`config.mk`:
```
export PLATFORM = sky130hd
export DESIGN_NAME = onewire_temperature_read_master_top
export DESIGN_NICKNAME = d
export VERILOG_FILES = /design/src/hdl/owtr_pkg.sv /design/src/hdl/onewire_temperature_read_master_top.sv /design/src/hdl/owtr_cfg_regs.sv /design/src/hdl/owtr_seq.sv
export SDC_FILE = /design/constraint.sdc
export NUM_CORES = 1
export LEC_CHECK = 0
export BUFFER_PORTS_ARGS = -buffer_cell sky130_fd_sc_hd__buf_4
export CAP_MARGIN = 20
export CORE_ASPECT_RATIO = 1.1
export CORE_UTILIZATION = 55
export CTS_CLUSTER_DIAMETER = 100
export DETAILED_ROUTE_END_ITERATION = 8
export PLACE_DENSITY_LB_ADDON = 0.2
export REMOVE_ABC_BUFFERS = 1
export SLEW_MARGIN = 40
export SYNTH_ARGS = -nofsm -noshare
export SYNTH_HDL_FRONTEND = slang
export SYNTH_SLANG_ARGS = --single-unit
```
`constraint.sdc`:
```
create_clock -name i_clk -period 5.8 [get_ports i_clk]
set_input_delay 0.29 -clock i_clk [delete_from_list [all_inputs] [get_ports i_clk]]
set_output_delay 0.29 -clock i_clk [all_outputs]
set_load 0.02 [all_outputs]
```
`src/hdl/owtr_pkg.sv`:
```
`timescale 1ns / 1ps

package owtr_pkg;

    // Configuration port widths
    localparam int CFG_IDX_W  = 3;
    localparam int CFG_DATA_W = 10;

    // Configuration register indexes
    localparam logic [CFG_IDX_W-1:0] CFG_RESET_LOW      = 3'd0;
    localparam logic [CFG_IDX_W-1:0] CFG_PRESENCE_SAMPLE = 3'd1;
    localparam logic [CFG_IDX_W-1:0] CFG_RESET_RECOVERY = 3'd2;
    localparam logic [CFG_IDX_W-1:0] CFG_SLOT           = 3'd3;
    localparam logic [CFG_IDX_W-1:0] CFG_WRITE_LOW      = 3'd4;
    localparam logic [CFG_IDX_W-1:0] CFG_READ_LOW       = 3'd5;
    localparam logic [CFG_IDX_W-1:0] CFG_READ_SAMPLE    = 3'd6;

    // Register values after reset
    localparam logic [9:0] RST_RESET_LOW       = 10'd503;
    localparam logic [7:0] RST_PRESENCE_SAMPLE = 8'd70;
    localparam logic [9:0] RST_RESET_RECOVERY  = 10'd430;
    localparam logic [7:0] RST_SLOT            = 8'd63;
    localparam logic [3:0] RST_WRITE_LOW       = 4'd2;
    localparam logic [3:0] RST_READ_LOW        = 4'd1;
    localparam logic [3:0] RST_READ_SAMPLE     = 4'd1;

    // Bus commands
    localparam logic [7:0] CMD_SKIP_ROM       = 8'hCC;
    localparam logic [7:0] CMD_CONVERT        = 8'h44;
    localparam logic [7:0] CMD_READ_SCRATCH   = 8'hBE;

    // Operation slots of the read sequence
    localparam logic [2:0] OP_RESET_FIRST  = 3'd0;
    localparam logic [2:0] OP_SKIP_FIRST   = 3'd1;
    localparam logic [2:0] OP_CONVERT      = 3'd2;
    localparam logic [2:0] OP_RESET_SECOND = 3'd3;
    localparam logic [2:0] OP_SKIP_SECOND  = 3'd4;
    localparam logic [2:0] OP_READ_CMD     = 3'd5;
    localparam logic [2:0] OP_READ_LSB     = 3'd6;
    localparam logic [2:0] OP_READ_MSB     = 3'd7;

    typedef struct packed {
        logic start_req;
        logic line_level;
    } t_in_item;

    typedef struct packed {
        logic       drive_low;
        logic       busy_res;
        logic       done_res;
        logic [6:0] temperature;
    } t_out_item;

    typedef struct packed {
        logic [9:0] reset_low_ticks;
        logic [7:0] presence_sample_ticks;
        logic [9:0] reset_recovery_ticks;
        logic [7:0] slot_ticks;
        logic [3:0] write_low_ticks;
        logic [3:0] read_low_ticks;
        logic [3:0] read_sample_ticks;
    } t_cfg;

endpackage

```
`src/hdl/onewire_temperature_read_master_top.sv`:
```
`timescale 1ns / 1ps

// One-wire temperature read master.
// Input channel: one item per bus tick (i_in_valid / o_in_stall), carrying a
// start request and the sampled bus level. A start seen while idle runs the
// full sequence: reset with presence check (repeated until a device answers),
// skip ROM + convert, second reset, skip ROM + read scratchpad, two byte reads.
// Output channel: one item per input item (o_out_valid / i_out_stall) with the
// drive level for the next tick, busy, a one-item done pulse and the latest
// whole-degree temperature.
// Result: a result appears in the output register in the cycle after its tick
// item is taken. Throughput: one item per cycle while o_in_stall is low; the
// sequencer state and the output register both update in the accepting cycle.
// Stall: while the output register holds an untaken item and i_out_stall is
// high, o_in_stall is raised and the sequencer holds.
// Configuration: seven timing registers on the write channel, taken every
// cycle (o_cfg_ready is always high); write only while idle.
// Reset: timing registers return to their defaults, the sequencer goes idle,
// the temperature clears and the output register empties.
module onewire_temperature_read_master_top
    import owtr_pkg::*;
#(
    parameter int COUNT_WIDTH = 10
) (
    input  logic                  i_clk,
    input  logic                  i_rst_n,
    input  logic                  i_in_valid,
    output logic                  o_in_stall,
    input  t_in_item              i_in_item,
    output logic                  o_out_valid,
    input  logic                  i_out_stall,
    output t_out_item             o_out_item,
    input  logic                  i_cfg_valid,
    output logic                  o_cfg_ready,
    input  logic [CFG_IDX_W-1:0]  i_cfg_index,
    input  logic [CFG_DATA_W-1:0] i_cfg_data
);

    t_cfg      cfg;
    t_out_item result;
    logic      accept;
    logic      r_out_valid;
    t_out_item r_out_item;

    assign o_cfg_ready = 1'b1;
    assign o_in_stall  = r_out_valid & i_out_stall;
    assign accept      = i_in_valid & ~o_in_stall;

    owtr_cfg_regs u_cfg (
        .i_clk   (i_clk),
        .i_rst_n (i_rst_n),
        .i_wr_en (i_cfg_valid & o_cfg_ready),
        .i_index (i_cfg_index),
        .i_data  (i_cfg_data),
        .o_cfg   (cfg)
    );

    owtr_seq #(
        .COUNT_WIDTH (COUNT_WIDTH)
    ) u_seq (
        .i_clk    (i_clk),
        .i_rst_n  (i_rst_n),
        .i_step   (accept),
        .i_item   (i_in_item),
        .i_cfg    (cfg),
        .o_result (result)
    );

    // Load a result per accepted item, drop it once taken
    always_ff @(posedge i_clk) begin
        if (!i_rst_n) begin
            r_out_valid <= 1'b0;
        end else if (accept) begin
            r_out_valid <= 1'b1;
        end else if (!i_out_stall) begin
            r_out_valid <= 1'b0;
        end
    end

    always_ff @(posedge i_clk) begin
        if (accept) begin
            r_out_item <= result;
        end
    end

    assign o_out_valid = r_out_valid;
    assign o_out_item  = r_out_item;

    // The finishing item reports idle
    a_done_not_busy: assert property (@(posedge i_clk) disable iff (!i_rst_n)
        (o_out_valid && o_out_item.done_res) |-> !o_out_item.busy_res)
        else $error("done item still reports busy");

    // The bus is only pulled low during a sequence
    a_drive_when_busy: assert property (@(posedge i_clk) disable iff (!i_rst_n)
        (o_out_valid && o_out_item.drive_low) |-> o_out_item.busy_res)
        else $error("bus driven low while idle");

    // Input backpressure only comes from a held result
    a_stall_source: assert property (@(posedge i_clk) disable iff (!i_rst_n)
        o_in_stall |-> o_out_valid)
        else $error("input stalled with empty output register");

endmodule

```
`src/hdl/owtr_cfg_regs.sv`:
```
`timescale 1ns / 1ps

module owtr_cfg_regs
    import owtr_pkg::*;
(
    input  logic                  i_clk,
    input  logic                  i_rst_n,
    input  logic                  i_wr_en,
    input  logic [CFG_IDX_W-1:0]  i_index,
    input  logic [CFG_DATA_W-1:0] i_data,
    output t_cfg                  o_cfg
);

    t_cfg r_cfg;

    // Load reset timings, then take writes by index
    always_ff @(posedge i_clk) begin
        if (!i_rst_n) begin
            r_cfg.reset_low_ticks       <= RST_RESET_LOW;
            r_cfg.presence_sample_ticks <= RST_PRESENCE_SAMPLE;
            r_cfg.reset_recovery_ticks  <= RST_RESET_RECOVERY;
            r_cfg.slot_ticks            <= RST_SLOT;
            r_cfg.write_low_ticks       <= RST_WRITE_LOW;
            r_cfg.read_low_ticks        <= RST_READ_LOW;
            r_cfg.read_sample_ticks     <= RST_READ_SAMPLE;
        end else if (i_wr_en) begin
            case (i_index)
                CFG_RESET_LOW:       r_cfg.reset_low_ticks       <= i_data[9:0];
                CFG_PRESENCE_SAMPLE: r_cfg.presence_sample_ticks <= i_data[7:0];
                CFG_RESET_RECOVERY:  r_cfg.reset_recovery_ticks  <= i_data[9:0];
                CFG_SLOT:            r_cfg.slot_ticks            <= i_data[7:0];
                CFG_WRITE_LOW:       r_cfg.write_low_ticks       <= i_data[3:0];
                CFG_READ_LOW:        r_cfg.read_low_ticks        <= i_data[3:0];
                CFG_READ_SAMPLE:     r_cfg.read_sample_ticks     <= i_data[3:0];
                default: begin
                end
            endcase
        end
    end

    assign o_cfg = r_cfg;

endmodule

```
`src/hdl/owtr_seq.sv`:
```
`timescale 1ns / 1ps

module owtr_seq
    import owtr_pkg::*;
#(
    parameter int COUNT_WIDTH = 10
) (
    input  logic      i_clk,
    input  logic      i_rst_n,
    input  logic      i_step,
    input  t_in_item  i_item,
    input  t_cfg      i_cfg,
    output t_out_item o_result
);

    // Compare width covers both the largest register value and the counter cap
    localparam int CMP_W = (COUNT_WIDTH + 1 > CFG_DATA_W) ? COUNT_WIDTH + 1 : CFG_DATA_W;
    localparam logic [CMP_W-1:0] CAP = CMP_W'(1) << COUNT_WIDTH;

    typedef enum logic [10:0] {
        PH_IDLE        = 11'b000_0000_0001,
        PH_RST_LOW     = 11'b000_0000_0010,
        PH_RST_WAIT    = 11'b000_0000_0100,
        PH_RECOV_OK    = 11'b000_0000_1000,
        PH_RECOV_RETRY = 11'b000_0001_0000,
        PH_W_LOW       = 11'b000_0010_0000,
        PH_W_HOLD      = 11'b000_0100_0000,
        PH_W_REL       = 11'b000_1000_0000,
        PH_R_LOW       = 11'b001_0000_0000,
        PH_R_WAIT      = 11'b010_0000_0000,
        PH_R_SLOT      = 11'b100_0000_0000
    } t_phase;

    typedef struct packed {
        t_phase     phase;
        logic [7:0] shift;
    } t_op_start;

    t_phase                 r_phase, n_phase;
    logic [2:0]             r_op, n_op;
    logic [2:0]             r_bit, n_bit;
    logic [7:0]             r_shift, n_shift;
    logic [COUNT_WIDTH-1:0] r_tick, n_tick;
    logic [7:0]             r_low, n_low;
    logic [6:0]             r_temp, n_temp;

    logic [CFG_DATA_W-1:0]  lim_raw;
    logic [CMP_W-1:0]       lim_nz;
    logic [CMP_W-1:0]       lim;
    logic [CMP_W-1:0]       tick_inc;
    logic                   expired;
    logic                   end_bit;
    logic                   finish;
    logic                   begin_op;
    logic [2:0]             begin_idx;
    logic                   done;
    logic                   drive;
    t_op_start              op_start;

    // First phase and shift byte of each operation
    function automatic t_op_start start_of(input logic [2:0] op);
        t_op_start s;
        case (op)
            OP_RESET_FIRST, OP_RESET_SECOND: begin
                s.phase = PH_RST_LOW;
                s.shift = 8'h00;
            end
            OP_SKIP_FIRST, OP_SKIP_SECOND: begin
                s.phase = PH_W_LOW;
                s.shift = CMD_SKIP_ROM;
            end
            OP_CONVERT: begin
                s.phase = PH_W_LOW;
                s.shift = CMD_CONVERT;
            end
            OP_READ_CMD: begin
                s.phase = PH_W_LOW;
                s.shift = CMD_READ_SCRATCH;
            end
            default: begin
                s.phase = PH_R_LOW;
                s.shift = 8'h00;
            end
        endcase
        return s;
    endfunction

    // Select the duration of the current timed phase
    always_comb begin
        case (r_phase)
            PH_RST_LOW:                 lim_raw = i_cfg.reset_low_ticks;
            PH_RST_WAIT:                lim_raw = CFG_DATA_W'(i_cfg.presence_sample_ticks);
            PH_RECOV_OK, PH_RECOV_RETRY: lim_raw = i_cfg.reset_recovery_ticks;
            PH_W_LOW:                   lim_raw = CFG_DATA_W'(i_cfg.write_low_ticks);
            PH_W_HOLD, PH_R_SLOT:       lim_raw = CFG_DATA_W'(i_cfg.slot_ticks);
            PH_R_LOW:                   lim_raw = CFG_DATA_W'(i_cfg.read_low_ticks);
            PH_R_WAIT:                  lim_raw = CFG_DATA_W'(i_cfg.read_sample_ticks);
            default:                    lim_raw = '0;
        endcase
    end

    // Clamp the duration to one tick at least and to the counter range at most
    always_comb begin
        lim_nz   = (lim_raw == '0) ? CMP_W'(1) : CMP_W'(lim_raw);
        lim      = (lim_nz > CAP) ? CAP : lim_nz;
        tick_inc = CMP_W'(r_tick) + CMP_W'(1);
        expired  = (tick_inc >= lim);
    end

    // Advance the sequencer by one tick
    always_comb begin
        n_phase   = r_phase;
        n_op      = r_op;
        n_bit     = r_bit;
        n_shift   = r_shift;
        n_tick    = expired ? '0 : tick_inc[COUNT_WIDTH-1:0];
        n_low     = r_low;
        n_temp    = r_temp;
        end_bit   = 1'b0;
        finish    = 1'b0;
        begin_op  = 1'b0;
        begin_idx = r_op + 3'd1;
        done      = 1'b0;
        op_start  = start_of(begin_idx);

        case (r_phase)
            PH_IDLE: begin
                n_tick = r_tick;
                if (i_item.start_req) begin
                    begin_op  = 1'b1;
                    begin_idx = OP_RESET_FIRST;
                end
            end
            PH_RST_LOW: begin
                if (expired) n_phase = PH_RST_WAIT;
            end
            PH_RST_WAIT: begin
                if (expired) n_phase = i_item.line_level ? PH_RECOV_RETRY : PH_RECOV_OK;
            end
            PH_RECOV_OK: begin
                if (expired) finish = 1'b1;
            end
            PH_RECOV_RETRY: begin
                if (expired) n_phase = PH_RST_LOW;
            end
            PH_W_LOW: begin
                if (expired) n_phase = PH_W_HOLD;
            end
            PH_W_HOLD: begin
                if (expired) n_phase = PH_W_REL;
            end
            PH_W_REL: begin
                n_tick  = '0;
                end_bit = 1'b1;
            end
            PH_R_LOW: begin
                if (expired) n_phase = PH_R_WAIT;
            end
            PH_R_WAIT: begin
                if (expired) begin
                    n_shift = {i_item.line_level, r_shift[7:1]};
                    n_phase = PH_R_SLOT;
                end
            end
            PH_R_SLOT: begin
                if (expired) end_bit = 1'b1;
            end
            default: begin
                n_phase = PH_IDLE;
                n_tick  = '0;
            end
        endcase

        // Close a bit slot: next bit or end of the operation
        if (end_bit) begin
            if (r_bit == 3'd7) begin
                finish = 1'b1;
            end else begin
                n_bit = r_bit + 3'd1;
                if (r_phase == PH_W_REL) begin
                    n_shift = {1'b0, r_shift[7:1]};
                    n_phase = PH_W_LOW;
                end else begin
                    n_phase = PH_R_LOW;
                end
            end
        end

        // Close an operation: latch the result or move to the next one
        if (finish) begin
            if (r_op == OP_READ_MSB) begin
                n_temp  = {r_shift[2:0], r_low[7:4]};
                n_phase = PH_IDLE;
                n_op    = OP_RESET_FIRST;
                n_bit   = 3'd0;
                n_tick  = '0;
                done    = 1'b1;
            end else begin
                if (r_op == OP_READ_LSB) n_low = r_shift;
                begin_op = 1'b1;
            end
        end

        // Open an operation
        if (begin_op) begin
            op_start = start_of(begin_idx);
            n_op     = begin_idx;
            n_tick   = '0;
            n_bit    = 3'd0;
            n_phase  = op_start.phase;
            n_shift  = op_start.shift;
        end
    end

    // Drive level for the next tick
    always_comb begin
        case (n_phase)
            PH_RST_LOW, PH_W_LOW, PH_R_LOW: drive = 1'b1;
            PH_W_HOLD:                      drive = ~n_shift[0];
            default:                        drive = 1'b0;
        endcase
    end

    always_comb begin
        o_result.drive_low   = drive;
        o_result.busy_res    = (n_phase != PH_IDLE);
        o_result.done_res    = done;
        o_result.temperature = n_temp;
    end

    // Hold state between ticks
    always_ff @(posedge i_clk) begin
        if (!i_rst_n) begin
            r_phase <= PH_IDLE;
            r_op    <= '0;
            r_bit   <= '0;
            r_shift <= '0;
            r_tick  <= '0;
            r_low   <= '0;
            r_temp  <= '0;
        end else if (i_step) begin
            r_phase <= n_phase;
            r_op    <= n_op;
            r_bit   <= n_bit;
            r_shift <= n_shift;
            r_tick  <= n_tick;
            r_low   <= n_low;
            r_temp  <= n_temp;
        end
    end

endmodule

```
After elaboration in Yosys (flattened, before gate mapping)

Cells that the tools add are included.

Bits in registers: 109
Bits of input ports: 20
Output and inout bits: 13
Word-level logic and storage cells: 136

Add/sub/neg operators: 3
Order comparisons: 2
Equality and inequality tests: 31
Muxes and demuxes: 55
Bitwise logic cells: 5
Reductions and logical operators: 21

Operators with widths:

| kind                    | number |
|---|---|
| $mux W11                | 13 |
| $pmux W11 S8            | 1 |
| $pmux W10 S7            | 1 |
| $pmux W17 S4            | 1 |
| $mux W10                | 5 |
| $mux W8                 | 6 |
| $mux W3                 | 10 |
| $eq A3 B3 Y1 const B    | 8 |
| $eq A11 B2 Y1 const B   | 2 |
| $eq A11 B6 Y1 const B   | 2 |
| $eq A11 B7 Y1 const B   | 2 |
| $eq A11 B9 Y1 const B   | 2 |
| $pmux W10 S2            | 1 |
| $mux W7                 | 2 |
| $reduce_and A2 Y1       | 7 |
| $eq A3 B2 Y1 const B    | 4 |
| $add A10 B1 Y11 const B | 1 |
| $eq A11 B1 Y1 const B   | 1 |
| $eq A11 B10 Y1 const B  | 1 |
| $eq A11 B11 Y1 const B  | 1 |
| $eq A11 B3 Y1 const B   | 1 |
| $eq A11 B4 Y1 const B   | 1 |
| $eq A11 B5 Y1 const B   | 1 |
| $eq A11 B8 Y1 const B   | 1 |
| other kinds (21)        | 42 |

Logic depth before layout (Yosys ltp)

Depth in word-level cells: 18
Mapped depth: 21
Mapped depth without buffers: 17

By module

A second synthesis with hierarchy kept.

Cells, all modules: 620
Area, all modules: 5686.7 sq um

By module, submodules not included:

| module                              | times used | cells an instance | area each (sq um) | seq. area each (sq um) |
|---|---|---|---|---|
| owtr_seq                            | 1          | 417               | 3385.7            | 920.9 |
| owtr_cfg_regs                       | 1          | 187               | 1946.9            | 960.9 |
| onewire_temperature_read_master_top | 1          | 16                | 354.1             | 320.3 |

Worst setup path before layout

No wires, ideal clock.

Kind: flip-flop to flip-flop
Start point: reg u_seq.r_phase[4]
End point: reg r_out_item, in the netlist o_out_item[0], data pin
Library setup time: 260 ps
Arrival time: 3975 ps
Data required time: 5540 ps
Setup slack: 1565 ps
Stages on the path, launching flop included: 19
Buffers on the path: 2
Clock period less this slack: 4235 ps
Path through: dfxtp_1 > buf_6 > or4_4 > or3_4 > nor4b_4 > a222oi_1 > and3_1 > nand4_1 > or3_1 > nand4_1 > ha_1 > nand2b_1 > a31oi_1 > o21bai_1 > a21o_1 > buf_2 > a21o_1 > nand2_1 > mux2_2

RTL lines:

| item                   | RTL line                                  | source |
|---|---|---|
| start, declared        | owtr_seq.sv:39                            | `t_phase r_phase, n_phase;` |
| start signal, assigned | owtr_seq.sv:242                           | `r_phase <= n_phase;` |
| end signal, assigned   | onewire_temperature_read_master_top.sv:82 | `r_out_item <= result;` |
| end, declared          | onewire_temperature_read_master_top.sv:43 | `t_out_item r_out_item;` |

==> results.yml <==
status:
  status: "finished with violations"
  violations: "DRC"
route:
  drtIter0Drc: 306
  vias_per_cell: 6.12
  wl_per_cell_um: 16.8
  vias: 4727
  ant_nets: 0
  drc_errors: 10
  totalWireLength_um: 13000
  firstDrtPassIters: 7
synthesis:
  yosysMostFrequentCell: "nand2_1"
  synth_top_area_share: 0.344
  avgSynthCellArea_um2: 8.71
  synth_commonest_cells: "nand2_1, dfxtp_1, nand3_1, nor2_1, mux2i_1"
  synth_cell_types: 68
  syn_area_um2: 5530
  synth_ff_type: "dfxtp_1"
  synth_warnings: 0
  yosysTopAreaCell: "dfxtp_1"
  ys_ff_latch: 105
  synth_cells: 635
  synthArstFlopShare: 0
  synth_area_leaders: "dfxtp_1, nand2_1, mux2i_1"
  yosysSeqAreaShare: 0.398
  synth_edf_count: 10
global_route:
  grt_pass1_vias: 4499
  grt_pass1_wl_um: 21400
  antenna_found_initial: 0
  grt_max_degree: 84
  grt.total_usage: 0.255
  grt_overflow_total: 0
job:
  max-cap-violations: 0
worst_setup_path:
  cp-end-kind: "register"
  crit_path_end: "o_out_item[9]$_DFFE_PP_"
  r2r-end: "o_out_item[9]$_DFFE_PP_"
  r2r-start: "u_seq.r_phase[6]$_SDFFE_PN0P_"
  required_ns: 5.91
  r2r_slack_ns: 0.80
  path_max_fanout: 12
  worstRegToRegCells: 17
  crit_type: "reg -> reg"
  setup.worst_path.start: "u_seq.r_phase[6]$_SDFFE_PN0P_"
  cp.arrival_ns: 5.11
  startpoint_type: "register"
sta:
  tightest_slew_ns: 0.866
  fin_skew_ns: 0.0199
  slew_viol_final: 0
  whs_ns: 0.118
  fmax_ghz: 0.200
  min_period_over_period: 0.862
  finalSetupTns_ns: 0
  slew_headroom: 0.422
  rsz0062_at_grt: "no"
  timing_hold_violations_final: 0
  fin_crit_ns: 5.00
  finalSetupViolCount: 0
hold_path:
  hp-class: "in -> reg"
  hold_depth: 2
clocking:
  clockBufferDepth: 2
  clk_pin_slew_worst_paths_ns: 0.11
  h-tree-depth: 3
  clkSinkCount: 105
  cts_tree: "yes"
  cts_hold_buf: 0
  cts_resized: 0
  root_buffer: "clkbuf_8"
  cts_setup_buffers: 0
  clock_latency_ns: 0.39
  cts_buffers: 9
placed_design:
  gp_congestion: 0.913
  dp.final_hpwl_um: 9370
  portBuffers: 31
layout:
  final_util: 0.609
  n_antenna_cell: 0
  drive_gt1_frac: 0.115
  seqCellArea_um2: 2200
  nFillCells: 861
  fin_nets: 682
  syn2layout_area_growth_pct: 8.37
  multi_input_area_um2: 3140
pwr:
  peakVddDrop_v: 0.000138
  p_per_area_nw_per_um2: 240
  p_leak_nw: 2.45
floorplanning:
  die_x_um: 97.6
  ios: 33
  core_area_um2: 9840
  dieHeight_um: 107
  initial_utilization: 0.562
  rows: 38
  die_area_um2: 10500
==> logic make-up after synthesis <==
kind of cell / count (synthesis) / synth area share
muxes: 39 / 0.0722
AOI/OAI and AO/OA: 131 / 0.169
DFF: 105 / 0.398
adders and majority gates: 15 / 0.0339
xor gates and xnor gates: 16 / 0.0253
and+or+nand+nor: 284 / 0.265
other: 1 / 0.000678
buffers and inverters: 44 / 0.0357
==> cell type report <==
cell class                 count  share of cell area
timing repair buffer          33              0.0413
clock buffer                   9              0.0207
clock inverter                 7              0.0140
sequential                   105               0.367
multi-input combinational    486               0.524
tap                          120              0.0251
inverter                      12             0.00752
==> sequential cells by signal (all words and copies together) (netlist names) <==
register,count
u_cfg.o_cfg,48
u_seq.r_phase,11
o_out_item,10
u_seq.r_tick,10
u_seq.r_shift,8
u_seq.r_temp,7
u_seq.r_low,4
u_seq.r_bit,3
u_seq.r_op,3
o_out_valid,1
==> power by group <==
group	internal, mW	switching, mW
Combinational	0.0690	0.115
Clock	0.209	0.273
Sequential	0.753	0.0189
Total	1.03	0.407
==> worst min-delay path by stage <==
stage,from,endpoint,slack (ns)
global route,i_cfg_data[8],u_cfg.o_cfg[28]$_SDFFE_PN1P_,0.12
global placement,u_cfg.o_cfg[38]$_SDFFE_PN1P_,u_cfg.o_cfg[38]$_SDFFE_PN1P_,0.45
finish,i_in_valid,o_out_valid$_SDFFE_PN0P_,0.12
floorplan,i_rst_n,u_cfg.o_cfg[0]$_SDFFE_PN1P_,0.35
detailed placement,u_cfg.o_cfg[39]$_SDFFE_PN1P_,u_cfg.o_cfg[39]$_SDFFE_PN1P_,0.46
CTS,i_in_valid,o_out_valid$_SDFFE_PN0P_,0.11
==> per-stage QoR <==
stage               setup WS (ns)  std cells  total power, mW  area (um^2)
detailed placement          0.953        756            0.970         5790
CTS                         0.874        772             1.45         5990
global placement             1.04        756            0.966         5780
floorplan                    1.25        603            0.900         5380
global route                0.482        772             1.49         5990
finish                      0.799        772             1.44         5990
==> critical path, cell delays in order, from the launching register on <==
cell and delay [ns]:
dfxtp_1 0.46, or4_4 0.54, or3_4 0.40, nor4_4 0.43, a222oi_1 0.23, and3_1 0.24
nand4_1 0.07, or3_1 0.10, nand4_1 0.09, ha_1 0.31, nand2b_1 0.13, a31oi_1 0.16
o21bai_1 0.12, a21o_1 0.34, a21oi_1 0.34, nor2_1 0.16, a221oi_1 0.46, nand4b_1 0.14
==> placed cells by master, fill, tap and decap left out, types with 21 or more instances in the layout <==
cell / Yosys / routed
a21boi_0: 22 / 22
nor2b_1: 28 / 28
nand2_1: 109 / 109
buf_4: 1 / 33
o21ai_0: 23 / 23
dfxtp_1: 95 / 95
nor2_1: 33 / 33
mux2i_1: 32 / 32
nand3_1: 39 / 39
a21oi_1: 21 / 21
==> per-layer routing <==
layer / global-route usage / vias up / part of all wire
met3: 0.0391 / 30 / 0.044
met5: 0 / - / 0
li1: - / 2323 / -
met2: 0.457 / 147 / 0.50
met4: 0.108 / 0 / 0.025
met1: 0.302 / 2227 / 0.44
Note: power is estimated with default switching activity, not from simulation.
